**src/rtl/core/spg_pkg.sv**
```systemverilog
// shared constants, types and helpers for the serpentine scan point generator
package spg_pkg;

    // grid geometry
    localparam int PACK_COLUMNS = 8;
    localparam int PACK_ROWS    = 8;
    localparam int CELL_COLUMNS = 8;
    localparam int CELL_ROWS    = 8;

    localparam int PACK_TOTAL = PACK_COLUMNS * PACK_ROWS;

    // field and register widths
    localparam int COORD_W   = 20;
    localparam int MARGIN_W  = 16;
    localparam int LEN_W     = 14;
    localparam int CFG_W     = 16;
    localparam int CFG_IDX_W = 3;
    localparam int KIND_W    = 2;

    localparam int PX_W   = (PACK_COLUMNS > 1) ? $clog2(PACK_COLUMNS) : 1;
    localparam int PY_W   = (PACK_ROWS > 1) ? $clog2(PACK_ROWS) : 1;
    localparam int SLOT_W = PX_W + PY_W;
    localparam int IDX_W  = (PACK_TOTAL > 1) ? $clog2(PACK_TOTAL) : 1;
    localparam int CNT_W  = $clog2(PACK_TOTAL + 1);

    localparam int CC_W = $clog2(CELL_COLUMNS);
    localparam int CR_W = $clog2(CELL_ROWS);
    localparam int K_W  = (CC_W > CR_W) ? CC_W : CR_W;

    // half-up rounding: (2*len*k + div) / (2*div), divided by a reciprocal multiply
    localparam int DEN_X   = 2 * (CELL_COLUMNS - 1);
    localparam int DEN_Y   = 2 * (CELL_ROWS - 1);
    localparam int DEN_MAX = (DEN_X > DEN_Y) ? DEN_X : DEN_Y;
    localparam int NUM_W   = LEN_W + K_W + 1;
    localparam int RECIP_SH = NUM_W + $clog2(DEN_MAX);
    localparam int RECIP_W  = RECIP_SH;
    localparam int RECIP_X  = ((1 << RECIP_SH) + DEN_X - 1) / DEN_X;
    localparam int RECIP_Y  = ((1 << RECIP_SH) + DEN_Y - 1) / DEN_Y;

    // multiplier operand b carries a pack index, twice a cell index or a reciprocal
    localparam int MB_P   = (PX_W > PY_W) ? PX_W : PY_W;
    localparam int MB_Q   = (MB_P > K_W + 1) ? MB_P : K_W + 1;
    localparam int MB_W   = (MB_Q > RECIP_W) ? MB_Q : RECIP_W;
    localparam int MA_W   = (LEN_W + 1 > NUM_W) ? LEN_W + 1 : NUM_W;
    localparam int PROD_W = MA_W + MB_W;

    typedef enum logic [1:0] {
        PH_CHECK  = 2'd0,
        PH_TARGET = 2'd1,
        PH_DONE   = 2'd2
    } phase_t;

    localparam logic [KIND_W-1:0] KIND_RESTART = 2'd0;
    localparam logic [KIND_W-1:0] KIND_REPORT  = 2'd1;
    localparam logic [KIND_W-1:0] KIND_TARGET  = 2'd2;

    localparam logic [CFG_IDX_W-1:0] CFG_LEFT_MARGIN   = 3'd0;
    localparam logic [CFG_IDX_W-1:0] CFG_BOTTOM_MARGIN = 3'd1;
    localparam logic [CFG_IDX_W-1:0] CFG_PACK_WIDTH    = 3'd2;
    localparam logic [CFG_IDX_W-1:0] CFG_PACK_HEIGHT   = 3'd3;
    localparam logic [CFG_IDX_W-1:0] CFG_GAP_X         = 3'd4;
    localparam logic [CFG_IDX_W-1:0] CFG_GAP_Y         = 3'd5;

    typedef enum logic [2:0] {
        S_IDLE,
        S_READ,
        S_ORG,
        S_NUM,
        S_DIV,
        S_ADD,
        S_EMIT
    } seq_state_t;

    typedef enum logic [1:0] {
        ACT_RESTART,
        ACT_REPORT,
        ACT_TARGET,
        ACT_WRONG
    } act_t;

    // pack column for a serpentine scan position (row from the top, step within row)
    function automatic logic [PX_W-1:0] pack_x(input logic [PY_W-1:0] scan_row,
                                              input logic [PX_W-1:0] scan_col);
        logic [PX_W-1:0] px;
        if (scan_row[0])
            px = scan_col;
        else
            px = PX_W'(PACK_COLUMNS - 1) - scan_col;
        return px;
    endfunction

    function automatic logic [PY_W-1:0] pack_y(input logic [PY_W-1:0] scan_row);
        logic [PY_W-1:0] py;
        py = PY_W'(PACK_ROWS - 1) - scan_row;
        return py;
    endfunction

endpackage

```
**src/rtl/core/serpentine_grid_scan_point_generator_core.sv**
```systemverilog
// serpentine grid scan point generator: check phase, passed-pack stack, target phase
//
//  channel  | signals                                         | direction
//  ---------+-------------------------------------------------+----------
//  item     | item_valid, item_stall, kind, check_passed      | in
//  result   | result_valid, result_stall, phase, point_valid, | out
//           | point_x, point_y, pack_done, wrong_phase        |
//  config   | cfg_write, cfg_index, cfg_data                  | in
//
// a check point runs origin and add per axis, a wrong-phase item or a final report goes
// to emit; a cell point reads the stack, then the shared multiply-add unit per axis forms
// the origin, the rounding numerator and a reciprocal multiply that divides it.
// reset clears the scan state, the sequencer and the configuration registers; the pack stack needs no clearing.
// item_stall is high from the transfer until the result sits in the output register;
// a stalled result holds while the sequencer already takes the next item.
module serpentine_grid_scan_point_generator_core (
    input  logic                            clk,
    input  logic                            rst_n,
    input  logic                            item_valid,
    output logic                            item_stall,
    input  logic [spg_pkg::KIND_W-1:0]      kind,
    input  logic                            check_passed,
    output logic                            result_valid,
    input  logic                            result_stall,
    output logic [1:0]                      phase,
    output logic                            point_valid,
    output logic [spg_pkg::COORD_W-1:0]     point_x,
    output logic [spg_pkg::COORD_W-1:0]     point_y,
    output logic                            pack_done,
    output logic                            wrong_phase,
    input  logic                            cfg_write,
    input  logic [spg_pkg::CFG_IDX_W-1:0]   cfg_index,
    input  logic [spg_pkg::CFG_W-1:0]       cfg_data
);
    import spg_pkg::*;

    // configuration
    logic [MARGIN_W-1:0] left_margin_reg, bottom_margin_reg;
    logic [LEN_W-1:0]    pack_width_reg, pack_height_reg, gap_x_reg, gap_y_reg;

    // scan state
    phase_t              phase_reg, phase_next;
    logic [PX_W-1:0]     chk_col_reg, chk_col_next;
    logic [PY_W-1:0]     chk_row_reg, chk_row_next;
    logic [CNT_W-1:0]    count_reg, count_next;
    logic [CC_W-1:0]     cell_col_reg, cell_col_next;
    logic [CR_W-1:0]     cell_row_reg, cell_row_next;

    // sequencer and work registers
    seq_state_t          state_reg, state_next;
    logic                axis_reg, axis_next;
    logic                cell_mode_reg, cell_mode_next;
    logic                pv_reg, pv_next;
    logic                wrong_reg, wrong_next;
    logic                done_reg, done_next;
    logic [PX_W-1:0]     px_reg, px_next;
    logic [PY_W-1:0]     py_reg, py_next;
    logic [K_W-1:0]      kx_reg, kx_next;
    logic [K_W-1:0]      ky_reg, ky_next;
    logic [COORD_W-1:0]  acc_x_reg, acc_x_next;
    logic [COORD_W-1:0]  acc_y_reg, acc_y_next;
    logic [NUM_W-1:0]    num_reg, num_next;
    logic [LEN_W-1:0]    quo_reg, quo_next;

    // output register
    logic                result_valid_reg, result_valid_next;
    logic [1:0]          phase_out_reg;
    logic                point_valid_reg, pack_done_reg, wrong_phase_reg;
    logic [COORD_W-1:0]  point_x_reg, point_y_reg;

    // pack stack
    logic [SLOT_W-1:0]   stack_mem [PACK_TOTAL];
    logic [SLOT_W-1:0]   rd_slot_reg;
    logic                push, pop;
    logic [CNT_W-1:0]    cnt_dec;
    logic [IDX_W-1:0]    wr_addr, rd_addr;
    logic [SLOT_W-1:0]   cur_slot;

    // shared multiply-add unit
    logic [MA_W-1:0]     mac_a;
    logic [MB_W-1:0]     mac_b;
    logic [COORD_W-1:0]  mac_c;
    logic [PROD_W-1:0]   mac_prod;
    logic [COORD_W-1:0]  mac_res;

    logic                item_accept, emit_fire;
    act_t                act;
    logic                chk_col_last, chk_last;
    logic [PX_W-1:0]     nxt_col;
    logic [PY_W-1:0]     nxt_row;
    logic                cell_col_last, cell_row_last;
    logic [LEN_W-1:0]    len_sel;
    logic [LEN_W-1:0]    offset;

    assign item_stall  = (state_reg != S_IDLE);
    assign item_accept = item_valid && !item_stall;
    assign emit_fire   = (state_reg == S_EMIT) && (!result_valid_reg || !result_stall);

    assign result_valid = result_valid_reg;
    assign phase        = phase_out_reg;
    assign point_valid  = point_valid_reg;
    assign point_x      = point_x_reg;
    assign point_y      = point_y_reg;
    assign pack_done    = pack_done_reg;
    assign wrong_phase  = wrong_phase_reg;

    // request decode against the current phase
    always_comb
    begin
        priority if (kind == KIND_RESTART)
            act = ACT_RESTART;
        else if (kind == KIND_REPORT && phase_reg == PH_CHECK)
            act = ACT_REPORT;
        else if (kind == KIND_TARGET && phase_reg == PH_TARGET && count_reg != '0)
            act = ACT_TARGET;
        else
            act = ACT_WRONG;
    end

    assign chk_col_last  = (chk_col_reg == PX_W'(PACK_COLUMNS - 1));
    assign chk_last      = chk_col_last && (chk_row_reg == PY_W'(PACK_ROWS - 1));
    assign nxt_col       = chk_col_last ? '0 : chk_col_reg + PX_W'(1);
    assign nxt_row       = chk_col_last ? chk_row_reg + PY_W'(1) : chk_row_reg;
    assign cell_col_last = (cell_col_reg == CC_W'(CELL_COLUMNS - 1));
    assign cell_row_last = (cell_row_reg == CR_W'(CELL_ROWS - 1));

    assign cur_slot = {pack_y(chk_row_reg), pack_x(chk_row_reg, chk_col_reg)};
    assign cnt_dec  = count_reg - CNT_W'(1);
    assign wr_addr  = count_reg[IDX_W-1:0];
    assign rd_addr  = cnt_dec[IDX_W-1:0];

    assign len_sel = axis_reg ? pack_height_reg : pack_width_reg;
    assign offset  = cell_mode_reg ? quo_reg : (len_sel >> 1);

    always_comb
    begin
        mac_a = '0;
        mac_b = '0;
        mac_c = '0;
        unique case (state_reg)
            S_ORG:
            begin
                if (axis_reg)
                begin
                    mac_a = MA_W'(pack_height_reg) + MA_W'(gap_y_reg);
                    mac_b = MB_W'(py_reg);
                    mac_c = COORD_W'(bottom_margin_reg);
                end
                else
                begin
                    mac_a = MA_W'(pack_width_reg) + MA_W'(gap_x_reg);
                    mac_b = MB_W'(px_reg);
                    mac_c = COORD_W'(left_margin_reg);
                end
            end
            S_NUM:
            begin
                mac_a = MA_W'(len_sel);
                mac_b = MB_W'({(axis_reg ? ky_reg : kx_reg), 1'b0});
                mac_c = axis_reg ? COORD_W'(CELL_ROWS - 1) : COORD_W'(CELL_COLUMNS - 1);
            end
            S_DIV:
            begin
                // exact floor division of the numerator by twice the cell span
                mac_a = MA_W'(num_reg);
                mac_b = axis_reg ? MB_W'(RECIP_Y) : MB_W'(RECIP_X);
            end
            S_ADD:
            begin
                mac_a = MA_W'(offset);
                mac_b = MB_W'(1);
                mac_c = axis_reg ? acc_y_reg : acc_x_reg;
            end
            default:
            begin
            end
        endcase
    end

    assign mac_prod = PROD_W'(mac_a) * PROD_W'(mac_b);
    assign mac_res  = mac_prod[COORD_W-1:0] + mac_c;

    // next state
    always_comb
    begin
        state_next = state_reg;
        unique case (state_reg)
            S_IDLE:
            begin
                if (item_accept)
                begin
                    unique case (act)
                        ACT_RESTART: state_next = S_ORG;
                        ACT_REPORT:  state_next = chk_last ? S_EMIT : S_ORG;
                        ACT_TARGET:  state_next = S_READ;
                        ACT_WRONG:   state_next = S_EMIT;
                        default:     state_next = S_EMIT;
                    endcase
                end
            end
            S_READ: state_next = S_ORG;
            S_ORG:  state_next = cell_mode_reg ? S_NUM : S_ADD;
            S_NUM:  state_next = S_DIV;
            S_DIV:  state_next = S_ADD;
            S_ADD:  state_next = axis_reg ? S_EMIT : S_ORG;
            S_EMIT:
            begin
                if (emit_fire)
                    state_next = S_IDLE;
            end
            default: state_next = S_IDLE;
        endcase
    end

    // scan state and datapath
    always_comb
    begin
        phase_next     = phase_reg;
        chk_col_next   = chk_col_reg;
        chk_row_next   = chk_row_reg;
        count_next     = count_reg;
        cell_col_next  = cell_col_reg;
        cell_row_next  = cell_row_reg;
        axis_next      = axis_reg;
        cell_mode_next = cell_mode_reg;
        pv_next        = pv_reg;
        wrong_next     = wrong_reg;
        done_next      = done_reg;
        px_next        = px_reg;
        py_next        = py_reg;
        kx_next        = kx_reg;
        ky_next        = ky_reg;
        acc_x_next     = acc_x_reg;
        acc_y_next     = acc_y_reg;
        num_next       = num_reg;
        quo_next       = quo_reg;
        push           = 1'b0;
        pop            = 1'b0;

        unique case (state_reg)
            S_IDLE:
            begin
                if (item_accept)
                begin
                    axis_next      = 1'b0;
                    cell_mode_next = 1'b0;
                    pv_next        = 1'b1;
                    wrong_next     = 1'b0;
                    done_next      = 1'b0;
                    unique case (act)
                        ACT_RESTART:
                        begin
                            phase_next    = PH_CHECK;
                            chk_col_next  = '0;
                            chk_row_next  = '0;
                            count_next    = '0;
                            cell_col_next = '0;
                            cell_row_next = '0;
                            px_next       = pack_x('0, '0);
                            py_next       = pack_y('0);
                        end
                        ACT_REPORT:
                        begin
                            if (check_passed && count_reg < CNT_W'(PACK_TOTAL))
                            begin
                                push       = 1'b1;
                                count_next = count_reg + CNT_W'(1);
                            end
                            if (chk_last)
                            begin
                                phase_next    = (count_reg != '0 || push) ? PH_TARGET : PH_DONE;
                                cell_col_next = '0;
                                cell_row_next = '0;
                                pv_next       = 1'b0;
                            end
                            else
                            begin
                                chk_col_next = nxt_col;
                                chk_row_next = nxt_row;
                                px_next      = pack_x(nxt_row, nxt_col);
                                py_next      = pack_y(nxt_row);
                            end
                        end
                        ACT_TARGET:
                        begin
                            pop            = 1'b1;
                            cell_mode_next = 1'b1;
                            // odd cell rows run right to left
                            if (cell_row_reg[0])
                                kx_next = K_W'(CC_W'(CELL_COLUMNS - 1) - cell_col_reg);
                            else
                                kx_next = K_W'(cell_col_reg);
                            ky_next = K_W'(cell_row_reg);
                            if (cell_col_last)
                            begin
                                cell_col_next = '0;
                                if (cell_row_last)
                                begin
                                    cell_row_next = '0;
                                    done_next     = 1'b1;
                                    count_next    = cnt_dec;
                                    if (cnt_dec == '0)
                                        phase_next = PH_DONE;
                                end
                                else
                                begin
                                    cell_row_next = cell_row_reg + CR_W'(1);
                                end
                            end
                            else
                            begin
                                cell_col_next = cell_col_reg + CC_W'(1);
                            end
                        end
                        ACT_WRONG:
                        begin
                            wrong_next = 1'b1;
                            pv_next    = 1'b0;
                        end
                        default:
                        begin
                            wrong_next = 1'b1;
                            pv_next    = 1'b0;
                        end
                    endcase
                end
            end
            S_READ:
            begin
                px_next = rd_slot_reg[PX_W-1:0];
                py_next = rd_slot_reg[SLOT_W-1:PX_W];
            end
            S_ORG:
            begin
                if (axis_reg)
                    acc_y_next = mac_res;
                else
                    acc_x_next = mac_res;
            end
            S_NUM:
            begin
                num_next = mac_res[NUM_W-1:0];
            end
            S_DIV:
            begin
                // the rounded offset never exceeds the pack length
                quo_next = mac_prod[RECIP_SH +: LEN_W];
            end
            S_ADD:
            begin
                if (axis_reg)
                begin
                    acc_y_next = mac_res;
                end
                else
                begin
                    acc_x_next = mac_res;
                    axis_next  = 1'b1;
                end
            end
            S_EMIT:
            begin
            end
            default:
            begin
            end
        endcase
    end

    assign result_valid_next = (result_valid_reg && result_stall) || emit_fire;

    always_ff @(posedge clk or negedge rst_n)
    begin
        if (!rst_n)
        begin
            left_margin_reg   <= '0;
            bottom_margin_reg <= '0;
            pack_width_reg    <= '0;
            pack_height_reg   <= '0;
            gap_x_reg         <= '0;
            gap_y_reg         <= '0;
        end
        else if (cfg_write)
        begin
            unique case (cfg_index)
                CFG_LEFT_MARGIN:   left_margin_reg   <= cfg_data[MARGIN_W-1:0];
                CFG_BOTTOM_MARGIN: bottom_margin_reg <= cfg_data[MARGIN_W-1:0];
                CFG_PACK_WIDTH:    pack_width_reg    <= cfg_data[LEN_W-1:0];
                CFG_PACK_HEIGHT:   pack_height_reg   <= cfg_data[LEN_W-1:0];
                CFG_GAP_X:         gap_x_reg         <= cfg_data[LEN_W-1:0];
                CFG_GAP_Y:         gap_y_reg         <= cfg_data[LEN_W-1:0];
                default:
                begin
                end
            endcase
        end
    end

    always_ff @(posedge clk or negedge rst_n)
    begin
        if (!rst_n)
        begin
            state_reg        <= S_IDLE;
            phase_reg        <= PH_CHECK;
            chk_col_reg      <= '0;
            chk_row_reg      <= '0;
            count_reg        <= '0;
            cell_col_reg     <= '0;
            cell_row_reg     <= '0;
            axis_reg         <= 1'b0;
            cell_mode_reg    <= 1'b0;
            result_valid_reg <= 1'b0;
        end
        else
        begin
            state_reg        <= state_next;
            phase_reg        <= phase_next;
            chk_col_reg      <= chk_col_next;
            chk_row_reg      <= chk_row_next;
            count_reg        <= count_next;
            cell_col_reg     <= cell_col_next;
            cell_row_reg     <= cell_row_next;
            axis_reg         <= axis_next;
            cell_mode_reg    <= cell_mode_next;
            result_valid_reg <= result_valid_next;
        end
    end

    always_ff @(posedge clk)
    begin
        pv_reg    <= pv_next;
        wrong_reg <= wrong_next;
        done_reg  <= done_next;
        px_reg    <= px_next;
        py_reg    <= py_next;
        kx_reg    <= kx_next;
        ky_reg    <= ky_next;
        acc_x_reg <= acc_x_next;
        acc_y_reg <= acc_y_next;
        num_reg   <= num_next;
        quo_reg   <= quo_next;
        if (emit_fire)
        begin
            phase_out_reg   <= phase_reg;
            point_valid_reg <= pv_reg;
            point_x_reg     <= pv_reg ? acc_x_reg : '0;
            point_y_reg     <= pv_reg ? acc_y_reg : '0;
            pack_done_reg   <= done_reg;
            wrong_phase_reg <= wrong_reg;
        end
    end

    // passed-pack stack, one write or one registered read per transfer
    always_ff @(posedge clk)
    begin
        if (push)
            stack_mem[wr_addr] <= cur_slot;
        if (pop)
            rd_slot_reg <= stack_mem[rd_addr];
    end

`ifndef ASSERT_OFF
    a_done_has_point: assert property (@(posedge clk) disable iff (!rst_n)
        (result_valid && pack_done) |-> (point_valid && phase != PH_CHECK))
        else $error("pack_done without a target point");

    a_wrong_alone: assert property (@(posedge clk) disable iff (!rst_n)
        (result_valid && wrong_phase) |-> (!point_valid && !pack_done))
        else $error("wrong_phase result carries a point");

    a_target_nonempty: assert property (@(posedge clk) disable iff (!rst_n)
        (phase_reg == PH_TARGET) |-> (count_reg != '0))
        else $error("target phase with an empty pack stack");

    a_busy_after_accept: assert property (@(posedge clk) disable iff (!rst_n)
        item_accept |=> (item_stall && !$stable(state_reg)))
        else $error("sequencer did not start after a transfer");
`endif

endmodule

```
**config.mk**
```make
export PLATFORM = sky130hd
export DESIGN_NAME = serpentine_grid_scan_point_generator_core
export DESIGN_NICKNAME = d
export VERILOG_FILES = /design/src/rtl/core/spg_pkg.sv /design/src/rtl/core/serpentine_grid_scan_point_generator_core.sv
export SDC_FILE = /design/constraint.sdc
export NUM_CORES = 1
export LEC_CHECK = 0
export ABC_AREA = 1
export BUFFER_PORTS_ARGS = -buffer_cell sky130_fd_sc_hd__buf_4
export CAP_MARGIN = 0
export CORE_MARGIN = 1.5
export CORE_UTILIZATION = 56
export CTS_CLUSTER_DIAMETER = 200
export DETAILED_ROUTE_END_ITERATION = 6
export GPL_TIMING_DRIVEN = 1
export PLACE_DENSITY = 0.7
export SLEW_MARGIN = 20
export SYNTH_ARGS = -nofsm -noshare
export SYNTH_HDL_FRONTEND = slang
export SYNTH_SLANG_ARGS = --single-unit
```
**constraint.sdc**
```tcl
create_clock -name clk -period 18.8 [get_ports clk]
set_input_delay 3.76 -clock clk [delete_from_list [all_inputs] [get_ports clk]]
set_output_delay 3.76 -clock clk [all_outputs]
set_load 0.02 [all_outputs]
```
# After elaboration in Yosys (flattened, before gate mapping)
# Memory sizes are Yosys's and may differ from the RTL's. A register that Yosys moved wholly into a read port is not among the register bits.
# Index checks and enable logic that the tools add are counted.
dict set report word_totals {
  ff_bits 247
  romBits 0
  elab_cells 199
  n_memories 1
  output_inout_bits 47
  latch_bits 0
  mem_bits_rw 384
}
# name depth width rd rd_ports_with_merged_regs write_ports line
set memory_table {}
lappend memory_table {stack_mem 64 6 1 1 1 serpentine_grid_scan_point_generator_core.sv:72} ;# logic [SLOT_W-1:0] stack_mem [PACK_TOTAL];
dict set report classes {
  shift 0
  bitwise 1
  mul 1
  addsub 14
  muxes 71
  div 0
  n_eq_ne 31
  n_lt_le_gt_ge 1
  n_reduce_logical 46
}
# operator count
set ops {}
lappend ops {{$pmux W19 S4} 1}
lappend ops {{$pmux W18 S4} 1}
lappend ops {{$mux W3} 22}
lappend ops {{$pmux W20 S3} 1}
lappend ops {{$mul A18 B22 Y36} 1}
lappend ops {{$pmux W3 S2} 6}
lappend ops {{$add A14 B14 Y15} 2}
lappend ops {{$mux W14} 2}
lappend ops {{$eq A3 B3 Y1 const B} 9}
lappend ops {{$reduce_and A2 Y1} 12}
lappend ops {{$mux W7} 3}
lappend ops {{$pmux W3 S7} 1}
lappend ops {{$pmux W7 S3} 1}
lappend ops {{$add A20 B20 Y20} 1}
lappend ops {{$mux W20} 1}
lappend ops {{$pmux W3 S3} 2}
lappend ops {{$mux W1} 17}
lappend ops {{$mux W16} 1}
lappend ops {{$ne A2 B2 Y1 const B} 8}
lappend ops {{$mux W15} 1}
lappend ops {{$sub A3 B3 Y3 const A} 5}
lappend ops {{$mux W2} 7}
lappend ops {{$add A3 B1 Y3 const B} 4}
lappend ops {{$eq A3 B2 Y1 const B} 4}
lappend ops {{27 further kinds} 52}

# Logic depth before layout (Yosys ltp)
dict set report logic_depth {
  depth_word 15
  depth_mapped 41
  mapped_depth_nobuf 41
}

# Worst setup path before layout
# No wires, ideal clock.
dict set report synth_path {
  path_kind {reg-to-reg}
  start {register pack_width_reg[0]}
  end {register acc_x_reg[17], data pin}
  required_ns 18.630
  setup_slack_ns 11.983
  synth_period_minus_slack_ns 6.817
  path_stages_with_launch 35
  path_buffers 0
  setup_time_ns 0.170
  t_arrival_ns 6.647
  cell_sequence {dfrtp_1 ha_1 fa_1 nand3_1 nand2_1 nand2_1 nand2_1 nand2_1 nand2_1 nand2_1 nand3_1 nand3_1 a21oi_1 fa_1 ha_1 inv_1 fa_1 fa_1 inv_1 fa_1 inv_1 fa_1 inv_1 ha_1 nand2_1 nor2_1 inv_1 o21ai_0 xor2_1 ha_1 nand2_1 nor4_1 nand4_1 nand3_1 xor2_1}
}
dict set report synth_between {
  elab_chain_len 5
}
# item line
set synth_rtl {}
lappend synth_rtl {{start: declaration} serpentine_grid_scan_point_generator_core.sv:39} ;# logic [LEN_W-1:0] pack_width_reg, pack_height_reg, gap_x_reg, gap_y_reg;
lappend synth_rtl {{start signal: assignment} serpentine_grid_scan_point_generator_core.sv:388} ;# CFG_PACK_WIDTH: pack_width_reg <= cfg_data[LEN_W-1:0];
lappend synth_rtl {{$add A14 B14 Y15} serpentine_grid_scan_point_generator_core.sv:151} ;# mac_a = MA_W'(pack_width_reg) + MA_W'(gap_x_reg);
lappend synth_rtl {{$mux W15} serpentine_grid_scan_point_generator_core.sv:143} ;# if (axis_reg)
lappend synth_rtl {{$pmux W18 S4 *} serpentine_grid_scan_point_generator_core.sv:140} ;# unique case (state_reg)
lappend synth_rtl {{$mul A18 B22 Y36 *} serpentine_grid_scan_point_generator_core.sv:180} ;# assign mac_prod = PROD_W'(mac_a) * PROD_W'(mac_b);
lappend synth_rtl {{$add A20 B20 Y20 *} serpentine_grid_scan_point_generator_core.sv:181} ;# assign mac_res = mac_prod[COORD_W-1:0] + mac_c;
lappend synth_rtl {{via mac_res[17]} serpentine_grid_scan_point_generator_core.sv:84} ;# logic [COORD_W-1:0] mac_res;
lappend synth_rtl {{end signal: assignment} serpentine_grid_scan_point_generator_core.sv:438} ;# acc_x_reg <= acc_x_next;
lappend synth_rtl {{end: declaration} serpentine_grid_scan_point_generator_core.sv:60} ;# logic [COORD_W-1:0] acc_x_reg, acc_x_next;
# Mark *: on every way through the listed nets, which the timed path passes. The rest lies on a longest branch.
# A chain may end at the register's enable or synchronous reset.

# Worst setup path in the final report
dict set report layout_path {
  start {register state_reg[1]}
  end {register num_reg[17], data pin}
}
dict set report layout_between {
  elab_chain_len 4
}
# item line
set layout_rtl {}
lappend layout_rtl {{start: declaration} serpentine_grid_scan_point_generator_core.sv:50} ;# seq_state_t state_reg, state_next;
lappend layout_rtl {{start signal: assignment} serpentine_grid_scan_point_generator_core.sv:416} ;# state_reg <= state_next;
lappend layout_rtl {{$eq A3 B3 Y1 / $eq A3 B2 Y1 (equally long branches)} serpentine_grid_scan_point_generator_core.sv:140}
lappend layout_rtl {{$pmux W18 S4 / $pmux W19 S4 (equally long branches)} serpentine_grid_scan_point_generator_core.sv:140}
lappend layout_rtl {{$mul A18 B22 Y36} serpentine_grid_scan_point_generator_core.sv:180}
lappend layout_rtl {{$add A20 B20 Y20 *} serpentine_grid_scan_point_generator_core.sv:181}
lappend layout_rtl {{via mac_res[17]} serpentine_grid_scan_point_generator_core.sv:84}
lappend layout_rtl {{end signal: assignment} serpentine_grid_scan_point_generator_core.sv:440} ;# num_reg <= num_next;
lappend layout_rtl {{end: declaration} serpentine_grid_scan_point_generator_core.sv:62} ;# logic [NUM_W-1:0] num_reg, num_next;
# Marked as above.

==> flow_summary.toml <==
[run]
max-cap-violations = 0

[layout]
largest_register = "stack_mem"
largest_reg_flops = 384
drive_above_1_share = 0.0675
layout_commonest_cell = "nand2_1"
n_antenna_cell = 0
fin_nets = 3898
multi_input_area_sq_mm = 0.0141
syn_to_final_growth_pct = 9.74
seqCellArea_sq_mm = 0.0186
final_cell_mix = "nand2_1, edfxtp_1, nor2_1, inv_1, o21ai_0"
n_fill_cell = 5127

[place]
gp_congestion = 0.960
dp_slack_ns = 10.72
dpl.hpwl_um = 62600
port_buffers = 73

[grt]
grt_pass1_wl_um = 142000
antenna_found_initial = 0
grt_pass1_vias = 25000
grt_usage = 0.291
grt_max_degree = 107
overflow = 0

[die]
die_y_um = 252
core_sq_mm = 0.0616
die_w_um = 252
initial_core_util = 0.565
io_pins = 74
rows = 91
dieArea_sq_mm = 0.0637

[synthesis]
synth-xor-area-share = 0.0148
synth.yosys.seq_area_share = 0.533
synth_simple_gate_area_frac = 0.150
synthTopCellsByArea = "edfxtp_1, dfrtp_1, ha_1"
synth_top_area_frac = 0.450
synth.distinct_cells = 56
synth_seq_cells = 637
synth_area_sq_mm = 0.0348
synth_top_family_by_area = "simple AND/OR/NAND/NOR gates"
yosysWarnings = 0
synthCells = 3546
synthMuxAreaShare = 0.00230
synth_compound_area_frac = 0.111
yosys.area.top_type = "edfxtp_1"
syn_avg_cell_area_sq_um = 9.82
synthAdderAreaFrac = 0.125

[power]
p_leak_nw = 15.6
power_per_cell_area_mw_per_mm2 = 171
vdd_drop_max_mv = 0.128

[route]
drt_wl_total_um = 90400
remaining_drc_errors = 0
first_iter_violations = 2469
viasPerCell = 5.68
ant_nets = 0
dr_total_vias = 25400
dr.pass1.iters = 6
routedWlPerCell_um = 20.3

[worst_setup_path]
start_kind = "flip-flop"
slowest_stage = "nand2_1"
endpoint_kind = "flip-flop"
crit_top_cell = "inv_1"
critPathKind = "flip-flop to flip-flop"
crit_start = "state_reg[1]$_DFFE_PN0P_"
max_stage_delay_ns = 0.60
reg2reg_from = "state_reg[1]$_DFFE_PN0P_"
crit_fanout = 21
arrival_ns = 8.70
required_ns = 19.21

[sta]
finalSetupTns_ns = 0
maxSlewViolCount = 0
hold_violations = 0
setup_viol = 0
max_slew.worst_pin.slew_ns = 1.16
finalWorstSetupSlack_ns = 10.51
slew_headroom = 0.226
max_clock_freq_mhz = 121
rsz0062_at_grt = "no"
post-route-min-period_ns = 8.29
finalCritPeriodShare = 0.441
fin_skew_ns = 0.0265

[clocking]
clkLatencyLatePin_ns = 0.63
cts_sinks = 637
hold_buffers = 0
cts_resized = 0
cts_buffer_depth = 3
cts_setup_buffers = 0
numCtsBuffers = 67
clk_pin_slew_ns = 0.06
cts-root-buf = "clkbuf_16"
htree_levels = 3
cts_tree = "built"

[min_path]
hp-class = "flip-flop to flip-flop"
hp-start = "done_reg$_SDFFCE_PN0P_"

[status]
outcome = "finished clean"
[stage by stage]
| step | hold WS, ns | power (W) | std cells | instance area (sq um) | util |
|---|---|---|---|---|---|
| after floorplan | 0.400 | 0.00420 | 3550 | 34800 | - |
| after global placement | 0.408 | 0.00518 | 4346 | 36000 | 0.585 |
| after detailed placement | 0.408 | 0.00520 | 4346 | 36000 | 0.585 |
| after CTS | 0.422 | 0.00655 | 4465 | 38200 | 0.620 |
| after global routing | 0.425 | 0.00701 | 4465 | 38200 | 0.620 |
| final | 0.421 | 0.00655 | 4465 | 38200 | 0.620 |
[synthesized netlist by cell type, drive strengths merged]
master	n
nand2	660
edfxtp	522
inv	422
nor2	414
o21ai	367
ha	201
a21oi	175
nand3	146
dfrtp	115
fa	92
clkbuf	71
o22ai	70
buf	63
xor2	40
o211ai	26
o221ai	25
nor3	22
nand4	20
or2	17
xnor2	14
mux2i	8
o21bai	7
a31oi	6
a21o	5
nand3b	5
a211oi	4
o21a	4
o31ai	4
and2	3
clkinv	3
a2111oi	2
a21boi	2
conb	2
nor4	2
or3	2
a221oi	1
a311oi	1
o2111ai	1
o221a	1
o32ai	1
[power breakdown]
part	leakage, nW	switching, W	internal (W)
Sequential	5.36	0.000109	0.00186
Combinational	9.18	0.00227	0.000983
Clock	1.06	0.000565	0.000760
[critical path: cells and delay by family, from the launching register on]
family / cells / cell delay (ns)
buf+inv: 8 / 0.99
simple gates: 8 / 1.88
compound gates: 4 / 0.83
fa+ha+maj: 8 / 3.44
flops: 1 / 0.41
xor+xnor: 2 / 0.50
[path summary, 6_finish.rpt]
kind,slack [ns],depth (start not counted),to
max,10.51,30,num_reg[17]$_DFFE_PP_
min,0.42,0,pack_done$_DFFE_PP_
max reg2reg,10.51,30,num_reg[17]$_DFFE_PP_
min reg2reg,0.42,0,pack_done$_DFFE_PP_
max in group asynchronous,14.30,2,left_margin_reg[7]$_DFFE_PN0P_
min in group asynchronous,3.24,1,phase_reg[0]$_DFFE_PN0P_
[layout make-up]
class,instances,share of cell area
multi-input cells,2354,0.370
repair buffers,93,0.0183
flip-flops and latches,637,0.486
inverters,425,0.0420
clock inverters,35,0.0105
clock buffers,84,0.0464
well taps,837,0.0274
[per-layer routing]
layer,global-route usage,up-vias,part of all wire
met5,0,-,0
met1,0.373,12200,0.41
li1,-,12100,-
met4,0.133,0,0.047
met2,0.494,897,0.49
met3,0.0384,203,0.059
[cell families (layout without fill, tap and decap cells)]
kind of cell             count (synthesis)  in the layout
buffers and inverters                  559            637
adder cells (fa/ha/maj)                293            293
AND/OR/NAND/NOR                       1291           1291
multiplexers                             8              8
XOR/XNOR                                54             54
other                                    2              6
flip-flops                             637            637
AO/OA/AOI/OAI                          702            702
No activity file was read; power rests on OpenSTA's default activity.
